$ cat src/rtl/icmp_er_pkg.sv
`timescale 1ns / 1ps

package icmp_er_pkg;

  // ICMP type codes
  localparam logic [7:0] TYPE_ECHO       = 8'd8;
  localparam logic [7:0] TYPE_ECHO_REPLY = 8'd0;

  // Byte positions within a message (saturating counter)
  localparam logic [2:0] POS_TYPE     = 3'd0;
  localparam logic [2:0] POS_CSUM_HI  = 3'd2;
  localparam logic [2:0] POS_CSUM_LO  = 3'd3;
  localparam logic [2:0] POS_IDENT_HI = 3'd4;
  localparam logic [2:0] POS_IDENT_LO = 3'd5;
  localparam logic [2:0] POS_MAX      = 3'd7;

  // Incremental checksum fix-up for type 8 -> type 0
  localparam logic [15:0] CSUM_WRAP_LIMIT = 16'hF7FF;
  localparam logic [15:0] CSUM_ADJ        = 16'h0800;
  localparam logic [15:0] CSUM_ADJ_WRAP   = 16'h0801;

  // Verdict codes
  localparam logic [1:0] VERDICT_ANSWERED    = 2'd0;
  localparam logic [1:0] VERDICT_REPLY_SEEN  = 2'd1;
  localparam logic [1:0] VERDICT_UNSUPPORTED = 2'd2;
  localparam logic [1:0] VERDICT_TRUNCATED   = 2'd3;

  // Result kinds
  localparam logic KIND_DATA    = 1'b0;
  localparam logic KIND_VERDICT = 1'b1;

  // Per-message classification
  typedef enum logic [3:0] {
    MODE_NONE  = 4'b0001,
    MODE_ECHO  = 4'b0010,
    MODE_REPLY = 4'b0100,
    MODE_DROP  = 4'b1000
  } mode_t;

  // Work record for one accepted byte: up to two data bytes plus a verdict
  typedef struct packed {
    logic [1:0]  byte_cnt;
    logic [7:0]  byte0;
    logic [7:0]  byte1;
    logic        has_verdict;
    logic [1:0]  verdict;
    logic [15:0] ident;
    logic [31:0] rx_total;
    logic [31:0] tx_total;
  } op_t;

  // One result transfer
  typedef struct packed {
    logic        kind;
    logic [7:0]  reply_byte;
    logic        end_of_run;
    logic [1:0]  verdict;
    logic [15:0] reply_ident;
    logic [31:0] received_total;
    logic [31:0] answered_total;
  } res_t;

endpackage

$ cat src/rtl/icmp_er_front.sv
`timescale 1ns / 1ps

module icmp_er_front (
  input  logic                clk,
  input  logic                rst_n,
  input  logic [7:0]          in_data_byte,
  input  logic                in_last,
  input  logic                in_push,
  input  logic                q_full,
  output logic                q_wr,
  output icmp_er_pkg::op_t    q_op
);

  logic [2:0]         pos_r, pos_nxt;
  icmp_er_pkg::mode_t mode_r, mode_nxt, mode_cur;
  logic [7:0]         held_r, held_nxt;
  logic [15:0]        ident_r, ident_nxt;
  logic [31:0]        rx_r, rx_nxt;
  logic [31:0]        tx_r, tx_nxt;
  logic [15:0]        csum_in;
  logic [15:0]        csum_out;
  logic               accept;
  icmp_er_pkg::op_t   op;

  assign accept = in_push && !q_full;

  // Checksum fix-up: one 16-bit compare and add
  assign csum_in  = {held_r, in_data_byte};
  assign csum_out = (csum_in >= icmp_er_pkg::CSUM_WRAP_LIMIT) ?
                    csum_in + icmp_er_pkg::CSUM_ADJ_WRAP :
                    csum_in + icmp_er_pkg::CSUM_ADJ;

  // Classify the byte and build its work record
  always_comb begin
    pos_nxt   = pos_r;
    mode_nxt  = mode_r;
    held_nxt  = held_r;
    ident_nxt = ident_r;
    rx_nxt    = rx_r;
    tx_nxt    = tx_r;
    op        = '0;
    mode_cur  = mode_r;

    if (pos_r == icmp_er_pkg::POS_TYPE) begin
      rx_nxt = rx_r + 32'd1;
      if (in_data_byte == icmp_er_pkg::TYPE_ECHO) begin
        mode_cur    = icmp_er_pkg::MODE_ECHO;
        op.byte_cnt = 2'd1;
        op.byte0    = icmp_er_pkg::TYPE_ECHO_REPLY;
      end else if (in_data_byte == icmp_er_pkg::TYPE_ECHO_REPLY) begin
        mode_cur = icmp_er_pkg::MODE_REPLY;
      end else begin
        mode_cur = icmp_er_pkg::MODE_DROP;
      end
    end else begin
      case (mode_r)
        icmp_er_pkg::MODE_ECHO: begin
          if (pos_r == icmp_er_pkg::POS_CSUM_HI) begin
            held_nxt = in_data_byte;
          end else if (pos_r == icmp_er_pkg::POS_CSUM_LO) begin
            op.byte_cnt = 2'd2;
            op.byte0    = csum_out[15:8];
            op.byte1    = csum_out[7:0];
          end else begin
            op.byte_cnt = 2'd1;
            op.byte0    = in_data_byte;
          end
        end
        icmp_er_pkg::MODE_REPLY: begin
          if (pos_r == icmp_er_pkg::POS_IDENT_HI) begin
            ident_nxt = {in_data_byte, ident_r[7:0]};
          end else if (pos_r == icmp_er_pkg::POS_IDENT_LO) begin
            ident_nxt = {ident_r[15:8], in_data_byte};
          end
        end
        default: ;
      endcase
    end
    mode_nxt = mode_cur;

    // Verdict on the final byte
    if (in_last) begin
      op.has_verdict = 1'b1;
      case (mode_cur)
        icmp_er_pkg::MODE_ECHO: begin
          op.verdict = (pos_r >= icmp_er_pkg::POS_CSUM_LO) ?
                       icmp_er_pkg::VERDICT_ANSWERED : icmp_er_pkg::VERDICT_TRUNCATED;
        end
        icmp_er_pkg::MODE_REPLY: begin
          if (pos_r >= icmp_er_pkg::POS_IDENT_LO) begin
            op.verdict = icmp_er_pkg::VERDICT_REPLY_SEEN;
            op.ident   = ident_nxt;
          end else begin
            op.verdict = icmp_er_pkg::VERDICT_TRUNCATED;
          end
        end
        default: op.verdict = icmp_er_pkg::VERDICT_UNSUPPORTED;
      endcase
      if (op.verdict == icmp_er_pkg::VERDICT_ANSWERED) begin
        tx_nxt = tx_r + 32'd1;
      end
      op.rx_total = rx_nxt;
      op.tx_total = tx_nxt;
      pos_nxt     = icmp_er_pkg::POS_TYPE;
      mode_nxt    = icmp_er_pkg::MODE_NONE;
    end else begin
      pos_nxt = (pos_r < icmp_er_pkg::POS_MAX) ? pos_r + 3'd1 : icmp_er_pkg::POS_MAX;
    end
  end

  // Only records that carry results go into the queue
  assign q_wr = accept && ((op.byte_cnt != 2'd0) || op.has_verdict);
  assign q_op = op;

  // Message state
  always_ff @(posedge clk) begin
    if (!rst_n) begin
      pos_r   <= icmp_er_pkg::POS_TYPE;
      mode_r  <= icmp_er_pkg::MODE_NONE;
      held_r  <= '0;
      ident_r <= '0;
      rx_r    <= '0;
      tx_r    <= '0;
    end else if (accept) begin
      pos_r   <= pos_nxt;
      mode_r  <= mode_nxt;
      held_r  <= held_nxt;
      ident_r <= ident_nxt;
      rx_r    <= rx_nxt;
      tx_r    <= tx_nxt;
    end
  end

  // A fresh message position always pairs with no active mode
  a_pos_mode: assert property (@(posedge clk) disable iff (!rst_n)
    (pos_r == icmp_er_pkg::POS_TYPE) |-> (mode_r == icmp_er_pkg::MODE_NONE))
    else $error("front: mode set at message start");

  // Answered count moves only with a verdict transfer
  a_tx_step: assert property (@(posedge clk) disable iff (!rst_n)
    (accept && !(in_last && op.verdict == icmp_er_pkg::VERDICT_ANSWERED)) |=>
    $stable(tx_r))
    else $error("front: answered count moved without an answered verdict");

endmodule

$ cat src/rtl/icmp_er_queue.sv
`timescale 1ns / 1ps

module icmp_er_queue #(
  parameter int DEPTH = 4
) (
  input  logic             clk,
  input  logic             rst_n,
  input  logic             wr,
  input  icmp_er_pkg::op_t wr_op,
  output logic             full,
  input  logic             rd,
  output icmp_er_pkg::op_t rd_op,
  output logic             not_empty
);

  localparam int PW = (DEPTH > 1) ? $clog2(DEPTH) : 1;
  localparam int CW = $clog2(DEPTH + 1);

  icmp_er_pkg::op_t entry_r [DEPTH];
  logic [PW-1:0]    wr_ptr_r, wr_ptr_nxt;
  logic [PW-1:0]    rd_ptr_r, rd_ptr_nxt;
  logic [CW-1:0]    count_r, count_nxt;
  logic             do_wr, do_rd;

  assign full      = (count_r == CW'(DEPTH));
  assign not_empty = (count_r != '0);
  assign do_wr     = wr && !full;
  assign do_rd     = rd && not_empty;
  assign rd_op     = entry_r[rd_ptr_r];

  // Pointer and fill bookkeeping
  always_comb begin
    wr_ptr_nxt = wr_ptr_r;
    rd_ptr_nxt = rd_ptr_r;
    count_nxt  = count_r;
    if (do_wr) begin
      wr_ptr_nxt = (wr_ptr_r == PW'(DEPTH - 1)) ? '0 : wr_ptr_r + PW'(1);
    end
    if (do_rd) begin
      rd_ptr_nxt = (rd_ptr_r == PW'(DEPTH - 1)) ? '0 : rd_ptr_r + PW'(1);
    end
    case ({do_wr, do_rd})
      2'b10:   count_nxt = count_r + CW'(1);
      2'b01:   count_nxt = count_r - CW'(1);
      default: count_nxt = count_r;
    endcase
  end

  always_ff @(posedge clk) begin
    if (!rst_n) begin
      wr_ptr_r <= '0;
      rd_ptr_r <= '0;
      count_r  <= '0;
    end else begin
      wr_ptr_r <= wr_ptr_nxt;
      rd_ptr_r <= rd_ptr_nxt;
      count_r  <= count_nxt;
    end
  end

  // Storage
  always_ff @(posedge clk) begin
    if (do_wr) begin
      entry_r[wr_ptr_r] <= wr_op;
    end
  end

  // The front must never offer a record into a full queue
  a_no_overflow: assert property (@(posedge clk) disable iff (!rst_n)
    !(wr && full))
    else $error("queue: write while full");

endmodule

$ cat src/rtl/icmp_er_back.sv
`timescale 1ns / 1ps

module icmp_er_back (
  input  logic              clk,
  input  logic              rst_n,
  input  logic              q_valid,
  input  icmp_er_pkg::op_t  q_op,
  output logic              q_rd,
  input  logic              out_pop,
  output logic              out_valid,
  output icmp_er_pkg::res_t out_res
);

  logic [1:0]        idx_r, idx_nxt;
  logic              valid_r, valid_nxt;
  icmp_er_pkg::res_t res_r, res_sel;
  logic [1:0]        n_res;
  logic              last_res;
  logic              load;

  assign n_res    = q_op.byte_cnt + {1'b0, q_op.has_verdict};
  assign last_res = (idx_r == n_res - 2'd1);
  assign load     = q_valid && (!valid_r || out_pop);
  assign q_rd     = load && last_res;

  // Pick the result at the current index of the head record
  always_comb begin
    res_sel = '0;
    if (idx_r < q_op.byte_cnt) begin
      res_sel.kind       = icmp_er_pkg::KIND_DATA;
      res_sel.reply_byte = (idx_r == 2'd0) ? q_op.byte0 : q_op.byte1;
    end else begin
      res_sel.kind           = icmp_er_pkg::KIND_VERDICT;
      res_sel.end_of_run     = 1'b1;
      res_sel.verdict        = q_op.verdict;
      res_sel.reply_ident    = q_op.ident;
      res_sel.received_total = q_op.rx_total;
      res_sel.answered_total = q_op.tx_total;
    end
  end

  // Output register and index sequencing
  always_comb begin
    idx_nxt   = idx_r;
    valid_nxt = valid_r;
    if (load) begin
      idx_nxt   = last_res ? 2'd0 : idx_r + 2'd1;
      valid_nxt = 1'b1;
    end else if (out_pop) begin
      valid_nxt = 1'b0;
    end
  end

  always_ff @(posedge clk) begin
    if (!rst_n) begin
      idx_r   <= '0;
      valid_r <= 1'b0;
    end else begin
      idx_r   <= idx_nxt;
      valid_r <= valid_nxt;
    end
  end

  always_ff @(posedge clk) begin
    if (load) begin
      res_r <= res_sel;
    end
  end

  assign out_valid = valid_r;
  assign out_res   = res_r;

  // Records in the queue always carry at least one result
  a_nonempty_op: assert property (@(posedge clk) disable iff (!rst_n)
    q_valid |-> (n_res != 2'd0))
    else $error("back: empty record at queue head");

  // Mid-record index implies the record is still at the head
  a_idx_head: assert property (@(posedge clk) disable iff (!rst_n)
    (idx_r != 2'd0) |-> (q_valid && idx_r < n_res))
    else $error("back: result index without a matching record");

endmodule

$ cat src/rtl/icmp_echo_responder_core.sv
`timescale 1ns / 1ps

// ICMPv4 echo responder. Takes one message byte per cycle while full is low
// (push/full) and returns results through a queue-style port (empty/pop): echo
// reply bytes followed by one verdict per message carrying the running receive
// and answer counts. The byte that completes the checksum yields two results
// (three if it also ends the message) and every message adds its verdict, so
// an echo gives one result more than it has bytes. A QUEUE_DEPTH record queue
// between the classifier and the result sequencer, which emits one result per
// cycle while results are popped, absorbs these bursts. With results popped
// every cycle, input runs at one byte per cycle until the queue fills during a
// long run of echoes; from then on the extra result of each echo stalls the
// input. full rises only while the queue holds QUEUE_DEPTH records. A result
// passes through a queue record and then the output register to the output.

module icmp_echo_responder_core #(
  parameter int QUEUE_DEPTH = 4
) (
  input  logic        clk,
  input  logic        rst_n,
  input  logic [7:0]  in_data_byte,
  input  logic        in_last,
  input  logic        push,
  output logic        full,
  output logic        empty,
  input  logic        pop,
  output logic        out_kind,
  output logic [7:0]  out_reply_byte,
  output logic        out_end_of_run,
  output logic [1:0]  out_verdict,
  output logic [15:0] out_reply_ident,
  output logic [31:0] out_received_total,
  output logic [31:0] out_answered_total
);

  logic              q_full, q_wr, q_rd, q_valid;
  icmp_er_pkg::op_t  q_wr_op, q_rd_op;
  logic              res_valid;
  icmp_er_pkg::res_t res;

  // Classifier: tracks message position and builds work records
  icmp_er_front u_front (
    .clk          (clk),
    .rst_n        (rst_n),
    .in_data_byte (in_data_byte),
    .in_last      (in_last),
    .in_push      (push),
    .q_full       (q_full),
    .q_wr         (q_wr),
    .q_op         (q_wr_op)
  );

  // Record queue between the two halves
  icmp_er_queue #(
    .DEPTH (QUEUE_DEPTH)
  ) u_queue (
    .clk       (clk),
    .rst_n     (rst_n),
    .wr        (q_wr),
    .wr_op     (q_wr_op),
    .full      (q_full),
    .rd        (q_rd),
    .rd_op     (q_rd_op),
    .not_empty (q_valid)
  );

  // Result sequencer with output register
  icmp_er_back u_back (
    .clk       (clk),
    .rst_n     (rst_n),
    .q_valid   (q_valid),
    .q_op      (q_rd_op),
    .q_rd      (q_rd),
    .out_pop   (pop),
    .out_valid (res_valid),
    .out_res   (res)
  );

  assign full               = q_full;
  assign empty              = !res_valid;
  assign out_kind           = res.kind;
  assign out_reply_byte     = res.reply_byte;
  assign out_end_of_run     = res.end_of_run;
  assign out_verdict        = res.verdict;
  assign out_reply_ident    = res.reply_ident;
  assign out_received_total = res.received_total;
  assign out_answered_total = res.answered_total;

endmodule
$ cat config.mk
export PLATFORM = sky130hd
export DESIGN_NAME = icmp_echo_responder_core
export DESIGN_NICKNAME = d
export VERILOG_FILES = /design/src/rtl/icmp_er_pkg.sv /design/src/rtl/icmp_er_front.sv /design/src/rtl/icmp_er_queue.sv /design/src/rtl/icmp_er_back.sv /design/src/rtl/icmp_echo_responder_core.sv
export SDC_FILE = /design/constraint.sdc
export NUM_CORES = 1
export LEC_CHECK = 0
export ABC_CLOCK_PERIOD_IN_PS = 19700
export BUFFER_PORTS_ARGS = -buffer_cell sky130_fd_sc_hd__buf_4
export CAP_MARGIN = 20
export CORE_MARGIN = 2
export CORE_UTILIZATION = 30
export CTS_BUF_LIST = sky130_fd_sc_hd__clkbuf_4 sky130_fd_sc_hd__clkbuf_8 sky130_fd_sc_hd__clkbuf_16
export DETAILED_ROUTE_END_ITERATION = 7
export HOLD_SLACK_MARGIN = 0.03
export MAX_ROUTING_LAYER = met4
export PLACE_DENSITY_LB_ADDON = 0.05
export SKIP_LAST_GASP = 1
export SLEW_MARGIN = 0
export SYNTH_ARGS = -nofsm -noshare
export SYNTH_HDL_FRONTEND = slang
export SYNTH_SLANG_ARGS = --single-unit
$ cat constraint.sdc
create_clock -name clk -period 19.7 [get_ports clk]
set_clock_uncertainty 0.05 [all_clocks]
set_input_delay 1.97 -clock clk [delete_from_list [all_inputs] [get_ports clk]]
set_output_delay 1.97 -clock clk [all_outputs]
set_load 0.005 [all_outputs]
==> flow_summary.toml, run 1 <==
[placed_design]
port_buffers = 106
place_inst = 2833
hpwl_um = 38450
gp_congestion = 0.8103
postPlaceCellArea_um2 = 27100

[sta]
drv_slew = 0
fmax_mhz = 172.5
setup_viol = 0
tightest_slew_ns = 1.132
slew_headroom_pct = 23.93
finalWorstPathRequiredPeriod_ns = 5.796
whs_ns = 0.4268
period_share_pct = 29.42
finalHoldViolCount = 0
rsz0062_at_grt = "no"
setup_tns_ns = 0

[finish]
multiInputGateArea_um2 = 7647
areaGrowthSynthToFinish_pct = 17.42
layout.cells.non_filler = 2967
drive_gt1_share_pct = 19.72
final_nets = 1862
register_area_um2 = 17010
final_area_um2 = 29620
fillers = 7961

[synthesis]
synthCells = 1740
synth_seq_cells = 602
syn_area_um2 = 25220
yosysSeqAreaShare_pct = 67.42
syn_nets = 1774
avgSynthCellArea_um2 = 14.50
synth-edff-count = 495
synth_cell_types = 58
synthArstFlopShare_pct = 0
synth_ff_type = "edfxtp_1"
yosys_warnings = 0

[route]
drt-vias-per-instance = 4.869
routed_wl_um = 64490
drt-initial-drc-count = 897
vias = 14450
ant_nets = 0
routedWlPerCell_um = 21.74
drc_errors = 0
firstDrtPassIters = 5

[pwr]
power.net_switching_uw = 902.2
clock_power_share_pct = 38.6
ir_worst_vdd_v = 0.0001335
total_power_uw = 3585
p_leak_uw = 0.009452
p_sw_share_pct = 25.16
combPwrFrac_pct = 16.4
sequentialPowerShare_pct = 44.9
cellPowerDensity_nw_per_um2 = 121.1
p_int_uw = 2683

[job]
maxCapViolCount = 0

[global_routing]
grt-ovfl-total = 0
grt_max_degree = 86
antenna_found_initial = 0
grt_pass1_vias = 15040
grt_first_pass_wirelength_um = 97900
grt.total_usage_pct = 15.61

[worst_setup_path]
crit_type = "primary input to flop"
worstPathRequired_ns = 19.87
crit_arrival_ns = 5.96
startpoint_type = "primary input"
end_kind = "flop"
crit_fanout = 57

[cts]
post_cts_buffers = 0
tritoncts = "built"
clk_path_buf_depth = 3
root_buffer = "clkbuf_16"
path_clk_slew_ns = 0.06
holdBufCountCts = 0
clock_sinks = 602
cts.repair.resized = 0
clk_latency_ns = 0.61
cts_inserted_buffers = 71
cts_htree_levels = 3

[floorplanning]
start_util_pct = 30.24
io_pins = 107
fp.coreArea_um2 = 83420
die-area_um2 = 86410
die_w_um = 294.0
die_h_um = 294.0
row_count = 106

[run_status]
status = "completed"

[worst_hold_path]
hold_class = "flop to flop"
power by group through the flow:
stage | logic [uW] | registers, uW | clock network (uW)
2_1_floorplan | 309 | 1650 | 0
3_3_place_gp | 616 | 1640 | 0
3_5_place_dp | 617 | 1640 | 0
4_1_cts | 619 | 1620 | 1430
5_1_grt | 653 | 1630 | 1480
6_report | 590 | 1610 | 1380
cells in the mapped netlist, types with 23 or more instances:
library cell  number  area, um^2
nand2_1           94       352.8
a21oi_1          102       510.5
xor2_1            23       201.4
or3_1             37       231.5
mux2i_1           25       250.2
nand4_1           26       162.7
nor2_1           130       488.0
and2_1            92       575.6
o21ai_0           60       300.3
inv_1             34       127.6
mux4_2           101        2275
dfxtp_1          107        2142
nor4_1            27       168.9
clkbuf_1          89       334.1
xnor2_1           63       551.8
nand3_1           43       215.2
edfxtp_1         495       14860
placed cells by master (no fill, tap or decap), types with 37 or more instances in the layout:
cell,netlist,routed
clkbuf_16,0,71
nand2_1,94,94
xnor2_1,63,63
dfxtp_1,107,105
and2_1,92,88
buf_4,2,127
o21ai_0,60,60
nor2_1,130,130
edfxtp_1,495,495
nand3_1,43,43
mux4_2,101,101
or3_1,37,37
a21oi_1,102,101
registers in the layout, summed over array words and instances, names as in the netlist, named ones only:
name,flops
u_front.rx_r,32
u_queue.count_r,3
u_queue.wr_ptr_r,2
u_front.tx_r,32
u_front.ident_r,16
u_front.mode_r,4
u_back.out_res,91
u_queue.rd_ptr_r,2
u_back.out_valid,1
u_queue.entry_r,404
u_back.idx_r,2
u_front.pos_r,3
u_front.held_r,8
critical path, cell delays in order:
cell and delay [ns]:
buf_4 0.15, inv_1 0.14, ha_1 0.18, nor2b_1 0.20, nand4_2 0.60, a31oi_1 0.92
and2_4 0.80, buf_4 0.95
cell type report:
cell class	count	area share, %
clock inverter	37	1.719
timing repair buffer	129	3.338
antenna	1	0.008450
inverter	36	0.4563
sequential	602	57.45
clock buffer	94	6.646
multi-input combinational	988	25.82
tap	1080	4.563
metrics by stage:
step | utilization, % | worst slack [ns]
2_1_floorplan | - | 11.03
3_3_place_gp | 32.49 | 13.27
6_report | 35.50 | 13.90
5_1_grt | 35.50 | 13.63
3_5_place_dp | 32.49 | 13.18
4_1_cts | 35.46 | 13.84
cells by family (layout without fill, tap and decap cells):
| kind of cell | count (synthesis) | in the layout | synth area share (%) |
|---|---|---|---|
| flip-flops | 602 | 602 | 67.42 |
| AND/OR/NAND/NOR | 533 | 533 | 11.08 |
| AO/OA/AOI/OAI | 222 | 222 | 5.065 |
| buffers and inverters | 150 | 296 | 2.366 |
| multiplexers | 126 | 126 | 10.01 |
| XOR/XNOR | 86 | 86 | 2.986 |
| adder cells (fa/ha/maj) | 21 | 21 | 1.071 |
| other | 0 | 1 | 0 |
final timing paths:
check	start	end	slack (ns)	cells past startpoint
worst max-delay path	in_data_byte[0]	u_queue.entry_r[1][22]	13.90	8
worst max register to register	u_front.pos_r[1]	u_queue.entry_r[1][22]	14.77	8
worst min-delay path	u_front.ident_r[12]	u_front.ident_r[12]	0.43	2
worst min register to register	u_front.ident_r[12]	u_front.ident_r[12]	0.43	2
routing by layer:
metal  vias to the layer above  routed length, um  track usage, %
met3                        81               2480           2.349
met2                       244              29200           23.34
met5                         -                  0               -
li1                       6789                  -               -
met4                         0               1205           4.318
met1                      7332              31600           22.09
(Power assumes the default switching activity.)
==> run 2: changes to the inputs <==
Settings changed: ABC_AREA from default to 1, ABC_CLOCK_PERIOD_IN_PS 19700 to 5300.
Clock period 19.7 ns to 5.3 ns, I/O delays scaled along.
==> flow_summary.toml, run 2 <==
[sta]
fmax_mhz = 267.9
finalWorstPathRequiredPeriod_ns = 3.733
finalHoldViolCount = 0
rsz0062_at_grt = "no"
slew_headroom_pct = 31.58
period_share_pct = 70.43
whs_ns = 0.1475
setup_viol = 0
worst_slack_ns = 1.567
tightest_slew_ns = 1.026
drv_slew = 0

[synthesis]
yosysSeqAreaShare_pct = 65.51
synth_top_area_cell = "edfxtp_1"
ys_top_cells_by_area = "edfxtp_1 57%, dfxtp_1 8.3%, nor2_1 7.3%"
synthMuxAreaShare_pct = 0.03856
synthArstFlopShare_pct = 0
synth.most_common_cell = "nor2_1"
yosys.area.top_type_share_pct = 57.26
synthAdderAreaFrac_pct = 1.041
synthCells = 2557
yosys_warnings = 0
syn_nets = 2591
synth_cell_types = 49
synth_ff_type = "edfxtp_1"
synth-edff-count = 495
syn_area_um2 = 25960
synth_top_family_by_area = "simple AND/OR/NAND/NOR gates"
synth_compound_area_share_pct = 10.83
avgSynthCellArea_um2 = 10.15
yosys.area_share.simple_pct = 17.26
netlist_top_cells_count = "507 x nor2_1, 495 x edfxtp_1, 409 x nand2_1"
post_synth_xor_area_fraction_pct = 0.9446
synth_seq_cells = 602

[pwr]
sequentialPowerShare_pct = 41.3
clock_power_share_pct = 33.0
p_int_uw = 10380
combPwrFrac_pct = 25.7
power.net_switching_uw = 4965
p_sw_share_pct = 32.35
total_power_uw = 15350
ir_worst_vdd_v = 0.0005401
p_leak_uw = 0.01111
cellPowerDensity_nw_per_um2 = 503.6

[floorplanning]
fp.coreArea_um2 = 85410
row_count = 107
io_pins = 107
die_w_um = 298.2
die-area_um2 = 88910
die_h_um = 298.2
start_util_pct = 30.39

[global_routing]
antenna_found_initial = 2
grt-ovfl-total = 0
grt.total_usage_pct = 17.47
grt_max_degree = 203
grt_use_met2_pct = 28.76
busiest_layer = "met2"
grt_first_pass_wirelength_um = 116400
grtUsageMet1_pct = 22.75
grtUsageMet3_pct = 2.458
grt_pass1_vias = 18650

[cts]
clk_latency_ns = 0.60
tritoncts = "built"
cts_inserted_buffers = 72
clk_path_buf_depth = 3
cts_htree_levels = 3
holdBufCountCts = 0
clock_sinks = 602
cts.repair.resized = 0
root_buffer = "clkbuf_16"
path_clk_slew_ns = 0.06
post_cts_buffers = 0

[route]
drc_errors = 0
drt-initial-drc-count = 1133
vias = 18190
routedWlPerCell_um = 19.53
ant_nets = 0
routed_wl_um = 75080
drt-vias-per-instance = 4.732
firstDrtPassIters = 5

[worst_setup_path]
end_kind = "flop"
crit_type = "flop to flop"
crit_fanout = 202
startpoint_type = "flop"
crit_arrival_ns = 4.17
worstPathRequired_ns = 5.73
ff2ff_setup_slack_ns = 1.57

[finish]
regMostFlops = "u_queue.entry_r"
final_nets = 2675
drive_gt1_share_pct = 11.56
final_cell_mix = "501 x nor2_1, 495 x edfxtp_1, 409 x nand2_1"
areaGrowthSynthToFinish_pct = 17.39
largest_register_ffs = 404
final_common_cell = "nor2_1"

[placed_design]
hpwl_um = 45530
post-place-ws_ns = 1.505
gp_congestion = 0.8471
port_buffers = 106

[run_status]
status = "completed"

[job]
maxCapViolCount = 0

[worst_hold_path]
hold_class = "primary input to flop"
run 2: changes by cell type after synthesis, sizes merged, moves of 23 or more:
| cell | before | now |
|---|---|---|
| a21oi | 102 | 196 |
| and2 | 93 | 0 |
| buf | 23 | 46 |
| inv | 36 | 155 |
| mux2i | 25 | 1 |
| mux4 | 101 | 0 |
| nand2 | 94 | 412 |
| nand3 | 43 | 91 |
| nor2 | 130 | 511 |
| nor4 | 28 | 1 |
| o21ai | 60 | 278 |
| or3 | 37 | 0 |
| xnor2 | 63 | 4 |
run 2: worst max-delay path, stage by stage, from the launching register on:
cell and delay [ns]:
dfxtp_4 0.37, buf_12 0.70, nand2_1 0.12, a32o_1 0.30, ha_1 0.20, xor2_1 0.16
xor2_1 0.15, nand2_1 0.08, nor2_1 0.30, ha_1 0.21, inv_1 0.07, fa_1 0.38
a21oi_1 0.15, o21ai_0 0.11, o21ai_0 0.15, a21oi_1 0.06
run 2: area by class of cell:
| type | count | area (um^2) |
|---|---|---|
| multi-input combinational | 1671 | 7879 |
| sequential | 602 | 17010 |
| fill | 8618 | 54940 |
| tap | 1144 | 1431 |
| clock inverter | 31 | 307.8 |
| clock buffer | 101 | 2140 |
| timing repair buffer | 136 | 1104 |
| antenna | 1 | 2.502 |
| inverter | 158 | 598.1 |
run 2: power by group through the flow:
| stage | Sequential [uW] | Combinational, uW | Clock [uW] |
|---|---|---|---|
| after global routing | 6410 | 4490 | 5420 |
| after CTS | 6380 | 4060 | 5240 |
| after floorplan | 6370 | 2200 | 0 |
| final | 6340 | 3940 | 5070 |
| after global placement | 6480 | 4040 | 0 |
| after detailed placement | 6470 | 4040 | 0 |
run 2: cell families after synthesis:
kind of cell / Yosys count
compound gates: 535
xor+xnor: 28
mux: 1
fa+ha+maj: 21
flops: 602
simple gates: 1086
buf+inv: 284
run 2: final timing paths:
kind	start	to	cells after the start
setup / recovery	flop	u_queue.count_r[2]	15
hold / removal	in_last	u_queue.entry_r[1][82]	1
hold reg to reg	u_front.mode_r[0]	u_front.mode_r[0]	2
setup reg to reg	flop	u_queue.count_r[2]	15
run 2: stage by stage:
stage | instances | utilization (%) | area, um^2 | setup TNS [ns]
5_1_grt | 3844 | 35.68 | 30480 | 0
4_1_cts | 3842 | 35.64 | 30450 | 0
3_3_place_gp | 3710 | 32.78 | 28000 | 0
6_report | 3844 | 35.68 | 30480 | 0
2_1_floorplan | 2557 | - | 25970 | -389.05
3_5_place_dp | 3710 | 32.78 | 28000 | 0
run 2: layer usage:
| layer | wire [um] | up-vias |
|---|---|---|
| li1 | - | 8943 |
| met1 | 35030 | 8878 |
| met2 | 36330 | 280 |
| met3 | 2471 | 90 |
| met4 | 1253 | 0 |
| met5 | 0 | - |
